## src/hdl/mcbp_pkg.sv

```systemverilog
package mcbp_pkg;

	// Result kinds carried on the kind port.
	typedef enum logic [1:0] {
		KIND_SPEED  = 2'd0,
		KIND_DIR    = 2'd1,
		KIND_TARGET = 2'd2
	} kind_t;

	// Action codes found in bits 4:3 of a command byte.
	typedef enum logic [1:0] {
		ACT_SPEED  = 2'd0,
		ACT_DIR    = 2'd1,
		ACT_IGNORE = 2'd2,
		ACT_TARGET = 2'd3
	} action_t;

	// Acknowledge characters returned to the host.
	localparam logic [7:0] ACK_SPEED  = 8'h73;  // 's'
	localparam logic [7:0] ACK_DIR    = 8'h64;  // 'd'
	localparam logic [7:0] ACK_TARGET = 8'h65;  // 'e'

	// Command byte layout.
	localparam int unsigned CMD_MOTOR_BIT = 2;
	localparam int unsigned CMD_ACT_LSB   = 3;
	localparam int unsigned CMD_DIR_BIT   = 5;

	localparam int unsigned MOTORS     = 2;
	localparam int unsigned TARGET_W   = 32;

endpackage

```

## src/hdl/motor_command_byte_parser.sv

```systemverilog
// Parses a stream of received command bytes for two motors. A byte that
// arrives while the parser is idle is a command: bit 2 picks the motor and
// bits 4:3 the action (speed set, direction set, encoder target set, or
// ignored). A speed command takes the next byte as the speed; a target
// command takes the next TARGET_BYTES bytes, most significant first, as a
// signed 32-bit target. Each finished action produces one result word with
// the motor, its current direction and speed, the target and an acknowledge
// character. Every byte is registered on entry and handled, once the result
// register can take a word, by one pass of logic into the result register,
// so the parser takes one byte per clock unless the receiver stalls; a word
// passes through the input register and then the result register. The input
// is stalled only while the result register holds a word the receiver stalls.
module motor_command_byte_parser
	import mcbp_pkg::*;
#(
	parameter int unsigned TARGET_BYTES = 4
) (
	input  logic               clk,
	input  logic               arst_n,
	// Byte input channel.
	input  logic               in_valid,
	output logic               in_stall,
	input  logic [7:0]         rx_byte,
	// Result channel.
	output logic               out_valid,
	input  logic               out_stall,
	output logic [1:0]         kind,
	output logic               motor_index,
	output logic               direction,
	output logic [7:0]         speed,
	output logic signed [31:0] encoder_target,
	output logic [7:0]         ack_char
);

	localparam int unsigned CNT_W = (TARGET_BYTES > 1) ? $clog2(TARGET_BYTES) : 1;

	typedef enum logic [1:0] {
		PH_IDLE   = 2'd0,
		PH_SPEED  = 2'd1,
		PH_TARGET = 2'd2
	} phase_t;

	// Input register.
	logic       valid_s1;
	logic [7:0] byte_s1;

	// Parser state.
	phase_t                phase_q;
	logic                  sel_motor_q;
	logic [CNT_W-1:0]      count_q;
	logic [TARGET_W-1:0]   accum_q;
	logic [MOTORS-1:0]     dir_q;
	logic [7:0]            speed_q [MOTORS];

	// Result register.
	logic                  out_valid_q;
	kind_t                 kind_q;
	logic                  motor_q;
	logic                  dir_out_q;
	logic [7:0]            speed_out_q;
	logic [TARGET_W-1:0]   target_q;
	logic [7:0]            ack_q;

	// Next-state values.
	phase_t                phase_d;
	logic                  sel_motor_d;
	logic [CNT_W-1:0]      count_d;
	logic [TARGET_W-1:0]   accum_d;
	logic [MOTORS-1:0]     dir_d;
	logic [7:0]            speed_d [MOTORS];
	logic                  emit;
	kind_t                 kind_d;
	logic                  motor_d;
	logic [TARGET_W-1:0]   target_d;
	logic [7:0]            ack_d;

	logic                  out_free;
	logic                  advance;
	logic [CNT_W:0]        count_inc;
	logic [TARGET_W-1:0]   accum_shift;
	action_t               action;

	// The held byte moves on once the result register can take a word.
	assign out_free = !out_valid_q || !out_stall;
	assign advance  = valid_s1 && out_free;
	assign in_stall = valid_s1 && !out_free;

	// Input register loads whenever the input side is not stalled.
	always_ff @(posedge clk or negedge arst_n) begin
		if (!arst_n) begin
			valid_s1 <= 1'b0;
		end else if (!in_stall) begin
			valid_s1 <= in_valid;
		end
	end

	always_ff @(posedge clk) begin
		if (!in_stall) begin
			byte_s1 <= rx_byte;
		end
	end

	assign count_inc   = {1'b0, count_q} + {{CNT_W{1'b0}}, 1'b1};
	assign accum_shift = {accum_q[TARGET_W-9:0], byte_s1};
	assign action      = action_t'(byte_s1[CMD_ACT_LSB +: 2]);

	// One pass over the held byte: state update and result word.
	always_comb begin
		phase_d     = phase_q;
		sel_motor_d = sel_motor_q;
		count_d     = count_q;
		accum_d     = accum_q;
		dir_d       = dir_q;
		speed_d     = speed_q;
		emit        = 1'b0;
		kind_d      = KIND_SPEED;
		motor_d     = sel_motor_q;
		target_d    = '0;
		ack_d       = ACK_SPEED;
		case (phase_q)
			PH_SPEED: begin
				speed_d[sel_motor_q] = byte_s1;
				phase_d              = PH_IDLE;
				emit                 = 1'b1;
			end
			PH_TARGET: begin
				if (count_inc >= TARGET_BYTES[CNT_W:0]) begin
					accum_d  = '0;
					count_d  = '0;
					phase_d  = PH_IDLE;
					emit     = 1'b1;
					kind_d   = KIND_TARGET;
					target_d = accum_shift;
					ack_d    = ACK_TARGET;
				end else begin
					accum_d = accum_shift;
					count_d = count_inc[CNT_W-1:0];
				end
			end
			default: begin
				// Idle, and the unused phase code: the byte is a command.
				phase_d     = PH_IDLE;
				sel_motor_d = byte_s1[CMD_MOTOR_BIT];
				motor_d     = byte_s1[CMD_MOTOR_BIT];
				case (action)
					ACT_SPEED: begin
						phase_d = PH_SPEED;
					end
					ACT_DIR: begin
						dir_d[byte_s1[CMD_MOTOR_BIT]] = byte_s1[CMD_DIR_BIT];
						emit   = 1'b1;
						kind_d = KIND_DIR;
						ack_d  = ACK_DIR;
					end
					ACT_TARGET: begin
						phase_d = PH_TARGET;
						count_d = '0;
						accum_d = '0;
					end
					default: begin
					end
				endcase
			end
		endcase
	end

	// Parser state and result register.
	always_ff @(posedge clk or negedge arst_n) begin
		if (!arst_n) begin
			phase_q     <= PH_IDLE;
			sel_motor_q <= 1'b0;
			count_q     <= '0;
			accum_q     <= '0;
			dir_q       <= '0;
			speed_q     <= '{default: '0};
			out_valid_q <= 1'b0;
			kind_q      <= KIND_SPEED;
			motor_q     <= 1'b0;
			dir_out_q   <= 1'b0;
			speed_out_q <= '0;
			target_q    <= '0;
			ack_q       <= '0;
		end else begin
			if (out_free) begin
				out_valid_q <= advance && emit;
			end
			if (advance) begin
				phase_q     <= phase_d;
				sel_motor_q <= sel_motor_d;
				count_q     <= count_d;
				accum_q     <= accum_d;
				dir_q       <= dir_d;
				speed_q     <= speed_d;
				if (emit) begin
					kind_q      <= kind_d;
					motor_q     <= motor_d;
					dir_out_q   <= dir_d[motor_d];
					speed_out_q <= speed_d[motor_d];
					target_q    <= target_d;
					ack_q       <= ack_d;
				end
			end
		end
	end

	assign out_valid      = out_valid_q;
	assign kind           = kind_q;
	assign motor_index    = motor_q;
	assign direction      = dir_out_q;
	assign speed          = speed_out_q;
	assign encoder_target = signed'(target_q);
	assign ack_char       = ack_q;

endmodule

```

## config.mk

```make
export PLATFORM = sky130hd
export DESIGN_NAME = motor_command_byte_parser
export DESIGN_NICKNAME = d
export VERILOG_FILES = /design/src/hdl/mcbp_pkg.sv /design/src/hdl/motor_command_byte_parser.sv
export SDC_FILE = /design/constraint.sdc
export NUM_CORES = 1
export LEC_CHECK = 0
export ABC_CLOCK_PERIOD_IN_PS = 2000
export CAP_MARGIN = 25
export CORE_MARGIN = 2
export CORE_UTILIZATION = 61
export CTS_CLUSTER_SIZE = 12
export DETAILED_ROUTE_END_ITERATION = 6
export DONT_BUFFER_PORTS = 1
export PLACE_DENSITY = 0.77
export SLEW_MARGIN = 20
export SYNTH_ARGS = -nofsm -noshare
export SYNTH_HDL_FRONTEND = slang
export SYNTH_SLANG_ARGS = --single-unit
```

## constraint.sdc

```tcl
create_clock -name clk -period 2 [get_ports clk]
set_input_delay 0 -clock clk [delete_from_list [all_inputs] [get_ports clk]]
set_output_delay 0 -clock clk [all_outputs]
set_load 0.02 [all_outputs]
```

==> results of run 1 <==
==> sequential cells by signal, indices dropped and copies added, names as in the netlist <==
| signal | flops |
|---|---|
| encoder_target | 32 |
| accum_q | 24 |
| speed_q | 16 |
| byte_s1 | 8 |
| speed | 8 |
| ack_char | 4 |
| count_q | 2 |
| dir_q | 2 |
| kind | 2 |
| phase_q | 2 |
| direction | 1 |
| motor_index | 1 |
| out_valid | 1 |
| sel_motor_q | 1 |
| valid_s1 | 1 |
==> stage by stage <==
stage	total power [uW]	hold slack [ns]	setup slack (ns)
2_1_floorplan	4500	-0.296	0.165
3_3_place_gp	4740	-0.293	0.129
3_5_place_dp	4830	-0.293	0.0237
4_1_cts	6190	-0.693	0.0542
5_1_grt	6580	-0.700	0.00923
6_report	6210	-0.683	0.123
==> worst register-to-register path, stage by stage, from the launching register on <==
cell     delay (ns)
dfrtp_1        0.43
inv_1          0.07
ha_1           0.19
buf_4          0.16
or3_1          0.45
buf_4          0.26
nand2_1        0.09
o21ai_0        0.09
==> timing repair <==
item | CTS | global route
resized for setup | 0 | 3
buffers inserted | 2 | 0
endpoints found under the hold margin | 110 | 97
setup endpoints to repair | 1 | 9
pin swaps | 0 | 0
==> final timing paths <==
path | slack (ns) | depth (start not counted) | to | from
max in group asynchronous | 2.56 | 0 | accum_q[13] | arst_n
min | -0.68 | 0 | speed_q[1] | arst_n
min reg2reg | 0.49 | 2 | accum_q[16] | accum_q[16]
max | 0.12 | 7 | accum_q[9] | phase_q[1]
min in group clk | 0.11 | 2 | valid_s1 | out_stall
max reg2reg | 0.12 | 7 | accum_q[9] | phase_q[1]
==> placed cells by master (no fill, tap or decap), types with 4 or more instances in the layout <==
master / Yosys / routed
mux2_2: 17 / 17
nand2b_1: 4 / 4
o21ai_0: 39 / 39
clkbuf_8: 0 / 10
o31ai_1: 8 / 7
dfrtp_1: 97 / 97
buf_4: 5 / 15
edfxtp_1: 8 / 8
and3_1: 7 / 7
nand2_1: 146 / 146
dlygate4sd3_1: 0 / 10
o21ai_1: 25 / 25
nor2_1: 12 / 12
inv_1: 6 / 6
==> where the power goes <==
group | internal [uW] | switching (uW) | leakage [uW]
combinational | 830 | 980 | 0.000669
sequential | 2600 | 513 | 0.00138
clock | 568 | 712 | 0.000102
==> logic make-up after synthesis <==
kind of cell / after synthesis / synth area share [%]
AO/OA/AOI/OAI: 89 / 11.6
XOR/XNOR: 1 / 0.195
adder cells (fa/ha/maj): 4 / 1.11
buffers and inverters: 41 / 5.46
flip-flops: 105 / 59.4
multiplexers: 21 / 5.68
other: 1 / 0.0835
AND/OR/NAND/NOR: 181 / 16.5
==> layout make-up <==
type	instances	share of cell area, %
Sequential cell	105	54.7
Clock buffer	11	3.34
Clock inverter	4	0.642
Tap cell	99	2.54
Timing Repair Buffer	28	5.42
Multi-Input combinational cell	298	32.9
Inverter	6	0.462
==> per-layer routing <==
layer / vias up / GRT usage (%)
met4: 0 / 8.85
li1: 1468 / -
met5: - / 0
met3: 13 / 4.19
met2: 88 / 35.4
met1: 1440 / 30.8
==> results by group, run 1 <==
Route
  • Routed WL per cell: 15.3 um
  • DRC: 0
  • Routed wire length: 8.42 mm
  • 1st-pass router iterations: 5
  • Antenna Nets Post-Route: 0
  • WL met1: 3.80 mm
  • Met2 WL: 4.05 mm
  • Vias per cell: 5.46
  • Met3 WL post-DR: 451 um
  • Via count: 3,009
  • Top Layer Used: met4
  • Starting DRT DRC Count: 202

Finish
  • Fin util: 67.9%
  • Layout cells sized above 1: 13.3%
  • Area growth syn-to-layout: 8.50%
  • Sequential cell area: 2670 um2
  • Area of the multi-input gates: 1600 um2
  • Ant diodes: 0
  • Fin area: 4870 um2
  • Number of fillers in the final layout: 531
  • Final net count: 464
  • Post-Layout Cell Count: 551

Synth
  • Most common library cells after synthesis: nand2_1 (146), dfrtp_1 (97), o21ai_0 (39), o21ai_1 (25), mux2_2 (17)
  • Synth top area share: 54.0%
  • Sequential area share after synthesis: 59.4%
  • Synth top area cells: dfrtp_1 (54%), nand2_1 (12%), edfxtp_1 (5.3%)
  • Most common cell in the netlist: nand2_1
  • Post-synthesis register bit count: 105
  • Post-synth EDFFs: 8
  • Yosys top cell by area: dfrtp_1
  • Count of different cell masters after synthesis: 40
  • Ys Warns: 0
  • Gate Count Post-Synth: 443
  • Top_reg_cell synth: dfrtp_1
  • Synthesized cell area: 4490 um2
  • Ys async rst share: 92.4%
  • Avg Cell Area, Syn: 10.1 um2

Floorplan
  • Initial Utilization: 62.6%
  • Core area: 7180 um2
  • Die ar.: 8070 um2
  • IO Count: 66
  • Die W: 89.8 um
  • Die Ht: 89.8 um
  • FP Rows: 31

Worst setup path
  • Crit Path Class: reg -> reg
  • Slowest CP cell: or3_1
  • CP arrival: 2.11 ns
  • Crit-path most repeated cell: buf_4
  • Critical path launch point type: register
  • Cell family with most CP delay: simple AND/OR/NAND/NOR gates
  • CP max FO: 35
  • Slowest stage delay, CP: 0.45 ns
  • CP endpoint kind: register
  • Req. time, crit path: 2.24 ns
  • CP Cell Sequence: inv_1 -> ha_1 -> buf_4 -> or3_1 -> buf_4 -> nand2_1 -> o21ai_0
  • CP bufs+invs: 3

CTS
  • CTS Buf Count: 9
  • Clock Tree Root: clkbuf_8
  • Maximum clock path buffer count: 2
  • H-tree depth: 3
  • CTS tree: done
  • Sink Count: 105
  • Clk Latency, worst-skew pair: 0.36 ns
  • Clock slew at reported path FFs: 0.10 ns
  • # hold bufs at CTS: 10

Power and ir drop
  • Power density cells: 1270 nW/um2
  • Max VDD drop: 0.000944 V
  • LEAKAGE: 0.00215 uW

Timing
  • Hold WS: -0.683 ns
  • Minimum clock period after layout: 1.88 ns
  • Tcrit/Tclk final: 93.8%
  • Count of final hold-check violations: 97
  • Final setup viols: 0
  • RSZ-0062 raised after global routing: no
  • Worst slew pin tran: 0.503 ns
  • Worst Skew: 0.0111 ns
  • Setup TNS: 0 ns
  • Fmax: 533 MHz
  • Slew Limit Headroom: 66.4%
  • Max-slew violation count: 0

Place
  • Detailed placer's ending HPWL: 5.69 mm
  • RePlAce Congestion: 0.804
  • Inst Count DP: 524
  • Area post-placement: 4530 um2
  • Port bufs: 0

GRT
  • Vias in the first global route: 3,042
  • First-pass GRT wire length: 14.5 mm
  • Largest net degree at the start of global routing: 98
  • GRT Util Overall: 22.3%
  • Initial antenna violation count: 0
  • GRT Residual Overflow: 0

Run status
  • Failing checks: hold timing
  • Status: complete, but fails checks

Job
  • Max-cap check violation count: 0

Hold path
  • Worst min-delay path class: in -> async
Note: power is estimated with default switching activity, not from simulation.
==> run 2: changes to the inputs <==
CORE_ASPECT_RATIO = 1.1   (was not set)
==> run 2 against run 1 <==
  * Critical path depth unchanged
  * Setup slack got worse by 0.020 ns
  * Core utilization increased by 1.1 points
  * Clock-buffer cell count unchanged
  * Sequential power about the same
  * Hold slack got worse by 0.0062 ns
  * Wire length increased by 1.6%
  * First-iteration DRC count unchanged
  * The flow finishes with violations (DRC, hold timing)
  * Design area increased by 0.41%
  * Highest routed layer unchanged
==> results by group, run 2 (synthesis gave the netlist of run 1 again) <==
Run status
  • Status: complete, but fails checks
  • Failing checks: DRC, hold timing

Floorplan
  • Core area: 7090 um2
  • Die Ht: 94 um
  • IO Count: 66
  • Die W: 85.8 um
  • FP Rows: 32
  • Initial Utilization: 63.4%
  • Die ar.: 8070 um2

CTS
  • CTS tree: done
  • Maximum clock path buffer count: 2
  • H-tree depth: 3
  • # hold bufs at CTS: 10
  • Sink Count: 105
  • Clk Latency, worst-skew pair: 0.37 ns
  • CTS Buf Count: 9
  • Clock Tree Root: clkbuf_8
  • Clock slew at reported path FFs: 0.10 ns

Route
  • Via count: 3,008
  • Antenna Nets Post-Route: 0
  • Vias per cell: 5.61
  • Routed WL per cell: 16.0 um
  • Starting DRT DRC Count: 202
  • 1st-pass router iterations: 6
  • DRC: 6
  • Routed wire length: 8.56 mm

Timing
  • Minimum clock period after layout: 1.90 ns
  • RSZ-0062 raised after global routing: no
  • Worst Skew: 0.0107 ns
  • Tcrit/Tclk final: 94.9%
  • Fmax: 527 MHz
  • Hold WS: -0.689 ns
  • Final setup viols: 0
  • Slew Limit Headroom: 66.3%
  • Max-slew violation count: 0
  • Count of final hold-check violations: 97
  • Worst slew pin tran: 0.502 ns
  • Setup TNS: 0 ns

Finish
  • Final net count: 462
  • Most frequent cells in the layout: nand2_1 (146), dfrtp_1 (97), o21ai_0 (39)
  • Area growth syn-to-layout: 8.94%
  • Most common cell after layout, fill and taps aside: nand2_1
  • Number of fillers in the final layout: 516
  • Ant diodes: 0
  • Fin util: 69.1%
  • Layout cells sized above 1: 13.1%
  • Largest register FFs: 32

Job
  • Max-cap check violation count: 0

Place
  • Detailed placer's ending HPWL: 5.54 mm
  • Port bufs: 0
  • RePlAce Congestion: 0.768

Worst setup path
  • Crit Path Class: reg -> reg
  • CP endpoint kind: register
  • CP max FO: 7
  • FF-to-FF Start: phase_q[0]
  • Critical path launch point type: register
  • CP arrival: 2.16 ns
  • Crit path launch: phase_q[0]
  • Req. time, crit path: 2.26 ns

Power and ir drop
  • LEAKAGE: 0.00216 uW
  • Power density cells: 1320 nW/um2
  • Max VDD drop: 0.000813 V

GRT
  • Vias in the first global route: 3,020
  • GRT Util Overall: 22.6%
  • First-pass GRT wire length: 13.9 mm
  • GRT Residual Overflow: 0
  • Largest net degree at the start of global routing: 98
  • Initial antenna violation count: 0

Hold path
  • Worst min-delay path class: in -> async
-- run 2: path summary, 6_finish.rpt --
check	slack (ns)	cells after the start	to
min in group clk	0.06	2	valid_s1
worst min-delay path	-0.69	0	accum_q[5]
worst min register to register	0.49	2	accum_q[18]
worst max register to register	0.10	7	speed[2]
max in group asynchronous	2.54	0	dir_q[0]
worst max-delay path	0.10	7	speed[2]
-- run 2: layout make-up --
cell class / instances / area [um2] / share of cell area [%]
clock inverters: 5 / 85.1 / 1.74
flip-flops and latches: 105 / 2670 / 54.5
inverters: 6 / 22.5 / 0.460
multi-input cells: 298 / 1600 / 32.7
well taps: 85 / 106 / 2.17
repair buffers: 26 / 262 / 5.34
clock buffers: 11 / 151 / 3.09
-- run 2: layer usage --
layer / global-route usage (%) / wire (um) / vias up / share of wire, %
li1: - / - / 1466 / -
met1: 27.2 / 3600 / 1439 / 42
met2: 37.8 / 4320 / 79 / 51
met3: 5.45 / 368 / 24 / 4.3
met4: 11.4 / 265 / 0 / 3.1
met5: 0 / 0 / - / 0
-- run 2: stage by stage --
step / cells / area, um2 / setup slack, ns / total power (uW)
6_report: 536 / 4890 / 0.103 / 6450
5_1_grt: 536 / 4890 / 0.00216 / 6820
4_1_cts: 536 / 4870 / 0.0221 / 6430
3_5_place_dp: 508 / 4510 / 0.0113 / 4860
3_3_place_gp: 508 / 4510 / 0.0914 / 4780
2_1_floorplan: 444 / 4500 / 0.165 / 4500
-- run 2: timing repair --
item	CTS	global route
endpoints found under the setup margin	1	13
pin swaps	0	1
buffers inserted	2	0
resized for setup	0	4
hold endpoints to repair	112	97
-- run 2: report_power, final --
part	switching, uW	internal, uW	total, uW
logic	986	838	1820
clock network	728	783	1510
registers	513	2600	3120
total	2230	4220	6450
-- run 2: critical path: stages, from the launching register on --
cell and delay, ns:
dfrtp_1 0.41, inv_1 0.13, ha_4 0.24, buf_4 0.16, mux2_4 0.21, a21oi_1 0.05, a221o_1 0.34, mux2_4 0.26
==> run 3: changes to the inputs <==
PLACE_DENSITY = not set   (was 0.77)
PLACE_DENSITY_LB_ADDON = 0.3   (was not set)
==> run 3 against run 2 <==
  * The run still ends with DRC, hold timing left
  * Sequential power barely moved
  * Clock power fell by 4%
  * Via count rose by 0.13%
  * Core utilization fell by 0.16 points
  * Fmax barely moved
  * Cell count fell by 0.19%
  * Critical path type unchanged
==> results by group, run 3 (synthesis gave the netlist of run 1 again) <==
GRT
  • Largest net degree at the start of global routing: 98
  • Vias in the first global route: 2,861
  • Initial antenna violation count: 0
  • GRT Residual Overflow: 0
  • First-pass GRT wire length: 13.5 mm
  • GRT Util Overall: 22.1%

Route
  • Vias per cell: 5.63
  • Antenna Nets Post-Route: 0
  • Routed WL per cell: 15.8 um
  • Starting DRT DRC Count: 216
  • Via count: 3,012
  • Routed wire length: 8.44 mm
  • DRC: 4
  • 1st-pass router iterations: 6

Floorplan
  • Die W: 85.8 um
  • Core area: 7090 um2
  • Die Ht: 94 um
  • IO Count: 66
  • Die ar.: 8070 um2
  • Initial Utilization: 63.4%
  • FP Rows: 32

CTS
  • H-tree depth: 3
  • Maximum clock path buffer count: 2
  • CTS Buf Count: 9
  • # hold bufs at CTS: 10
  • Clk Latency, worst-skew pair: 0.37 ns
  • CTS tree: done
  • Sink Count: 105
  • Clock slew at reported path FFs: 0.10 ns
  • Clock Tree Root: clkbuf_8

Worst setup path
  • CP endpoint kind: register
  • CP arrival: 2.15 ns
  • R2R cell count: 6
  • Slowest CP cell: a221o_2
  • CP Cell Sequence: inv_1 -> ha_4 -> nor2_1 -> a221o_2 -> nor3_2 -> mux2_1
  • CP max FO: 4
  • Req. time, crit path: 2.25 ns
  • Crit Path Class: reg -> reg
  • Critical path launch point type: register
  • Slowest stage delay, CP: 0.44 ns

Timing
  • Final setup viols: 0
  • Minimum clock period after layout: 1.90 ns
  • Count of final hold-check violations: 97
  • Tcrit/Tclk final: 94.9%
  • RSZ-0062 raised after global routing: no
  • Slew Limit Headroom: 62.6%
  • Worst slew pin tran: 0.561 ns
  • Max-slew violation count: 0
  • Hold WS: -0.680 ns
  • Setup TNS: 0 ns
  • Fmax: 527 MHz
  • Worst Skew: 0.00887 ns

Power and ir drop
  • Power density cells: 1310 nW/um2
  • Max VDD drop: 0.000709 V
  • LEAKAGE: 0.00215 uW

Run status
  • Failing checks: DRC, hold timing
  • Status: complete, but fails checks

Finish
  • Number of fillers in the final layout: 543
  • Layout cells sized above 1: 12.9%
  • Most frequent cells in the layout: nand2_1 (146), dfrtp_1 (97), o21ai_0 (39)
  • Area growth syn-to-layout: 8.69%
  • Fin area: 4880 um2
  • Ant diodes: 0
  • Fin util: 68.9%
  • Largest register FFs: 32
  • Most common cell after layout, fill and taps aside: nand2_1
  • Final net count: 461

Hold path
  • Worst min-delay path class: in -> async

Place
  • Port bufs: 0
  • RePlAce Congestion: 0.787
  • Area post-placement: 4510 um2
  • Detailed placer's ending HPWL: 5.36 mm

Job
  • Max-cap check violation count: 0
## run 3: cell count changes in the layout (fill, tap and decap cells not counted), sizes merged
cell | before | now
clkbuf | 11 | 9
clkinv | 0 | 3
buf | 16 | 14
mux2i | 1 | 2
clkinvlp | 1 | 0
## run 3: path summary, 6_finish.rpt
kind / startpoint / end / slack, ns
max reg2reg: phase_q[0] / dir_q[0] / 0.10
min: arst_n / encoder_target[25] / -0.68
max: phase_q[0] / dir_q[0] / 0.10
min reg2reg: accum_q[18] / accum_q[18] / 0.49
min in group clk: out_stall / valid_s1 / 0.07
max in group asynchronous: arst_n / dir_q[0] / 2.57
## run 3: power by group
group	internal (uW)	leakage (uW)	switching (uW)
clock	720	0.000116	733
combinational	825	0.000659	989
sequential	2600	0.00138	525
## run 3: critical path, delay by kind of cell (launching register included)
kind | cells | cell delay, ns
buf+inv | 1 | 0.09
fa+ha+maj | 1 | 0.30
mux | 1 | 0.33
flops | 1 | 0.38
compound gates | 1 | 0.44
simple gates | 2 | 0.25
## run 3: layer usage
| metal | GRT usage (%) | part of all wire (%) |
|---|---|---|
| met1 | 28.1 | 44 |
| met2 | 36.5 | 50 |
| met3 | 4.04 | 3.5 |
| met4 | 11.1 | 2.8 |
| met5 | 0 | 0 |
## run 3: cell type report
type | instances | area, um2 | share of cell area (%)
Sequential cell | 105 | 2670 | 54.6
Multi-Input combinational cell | 299 | 1610 | 33.0
Timing Repair Buffer | 24 | 246 | 5.05
Clock buffer | 9 | 124 | 2.54
Tap cell | 85 | 106 | 2.18
Clock inverter | 7 | 103 | 2.10
Inverter | 6 | 22.5 | 0.461
## run 3: repair_timing
| item | CTS | global route |
|---|---|---|
| endpoints found under the setup margin | 0 | 11 |
| hold endpoints to repair | 111 | 97 |
| buffers inserted | 0 | 2 |
| resized for setup | 0 | 3 |
## run 3: metrics by stage
step | total power [uW] | hold WS, ns | setup slack, ns | instances
2_1_floorplan | 4500 | -0.296 | 0.165 | 444
3_3_place_gp | 4760 | -0.293 | 0.118 | 506
3_5_place_dp | 4850 | -0.293 | 0.0345 | 506
4_1_cts | 6310 | -0.696 | 0.0175 | 532
5_1_grt | 6770 | -0.706 | 0.0271 | 535
6_report | 6400 | -0.680 | 0.101 | 535
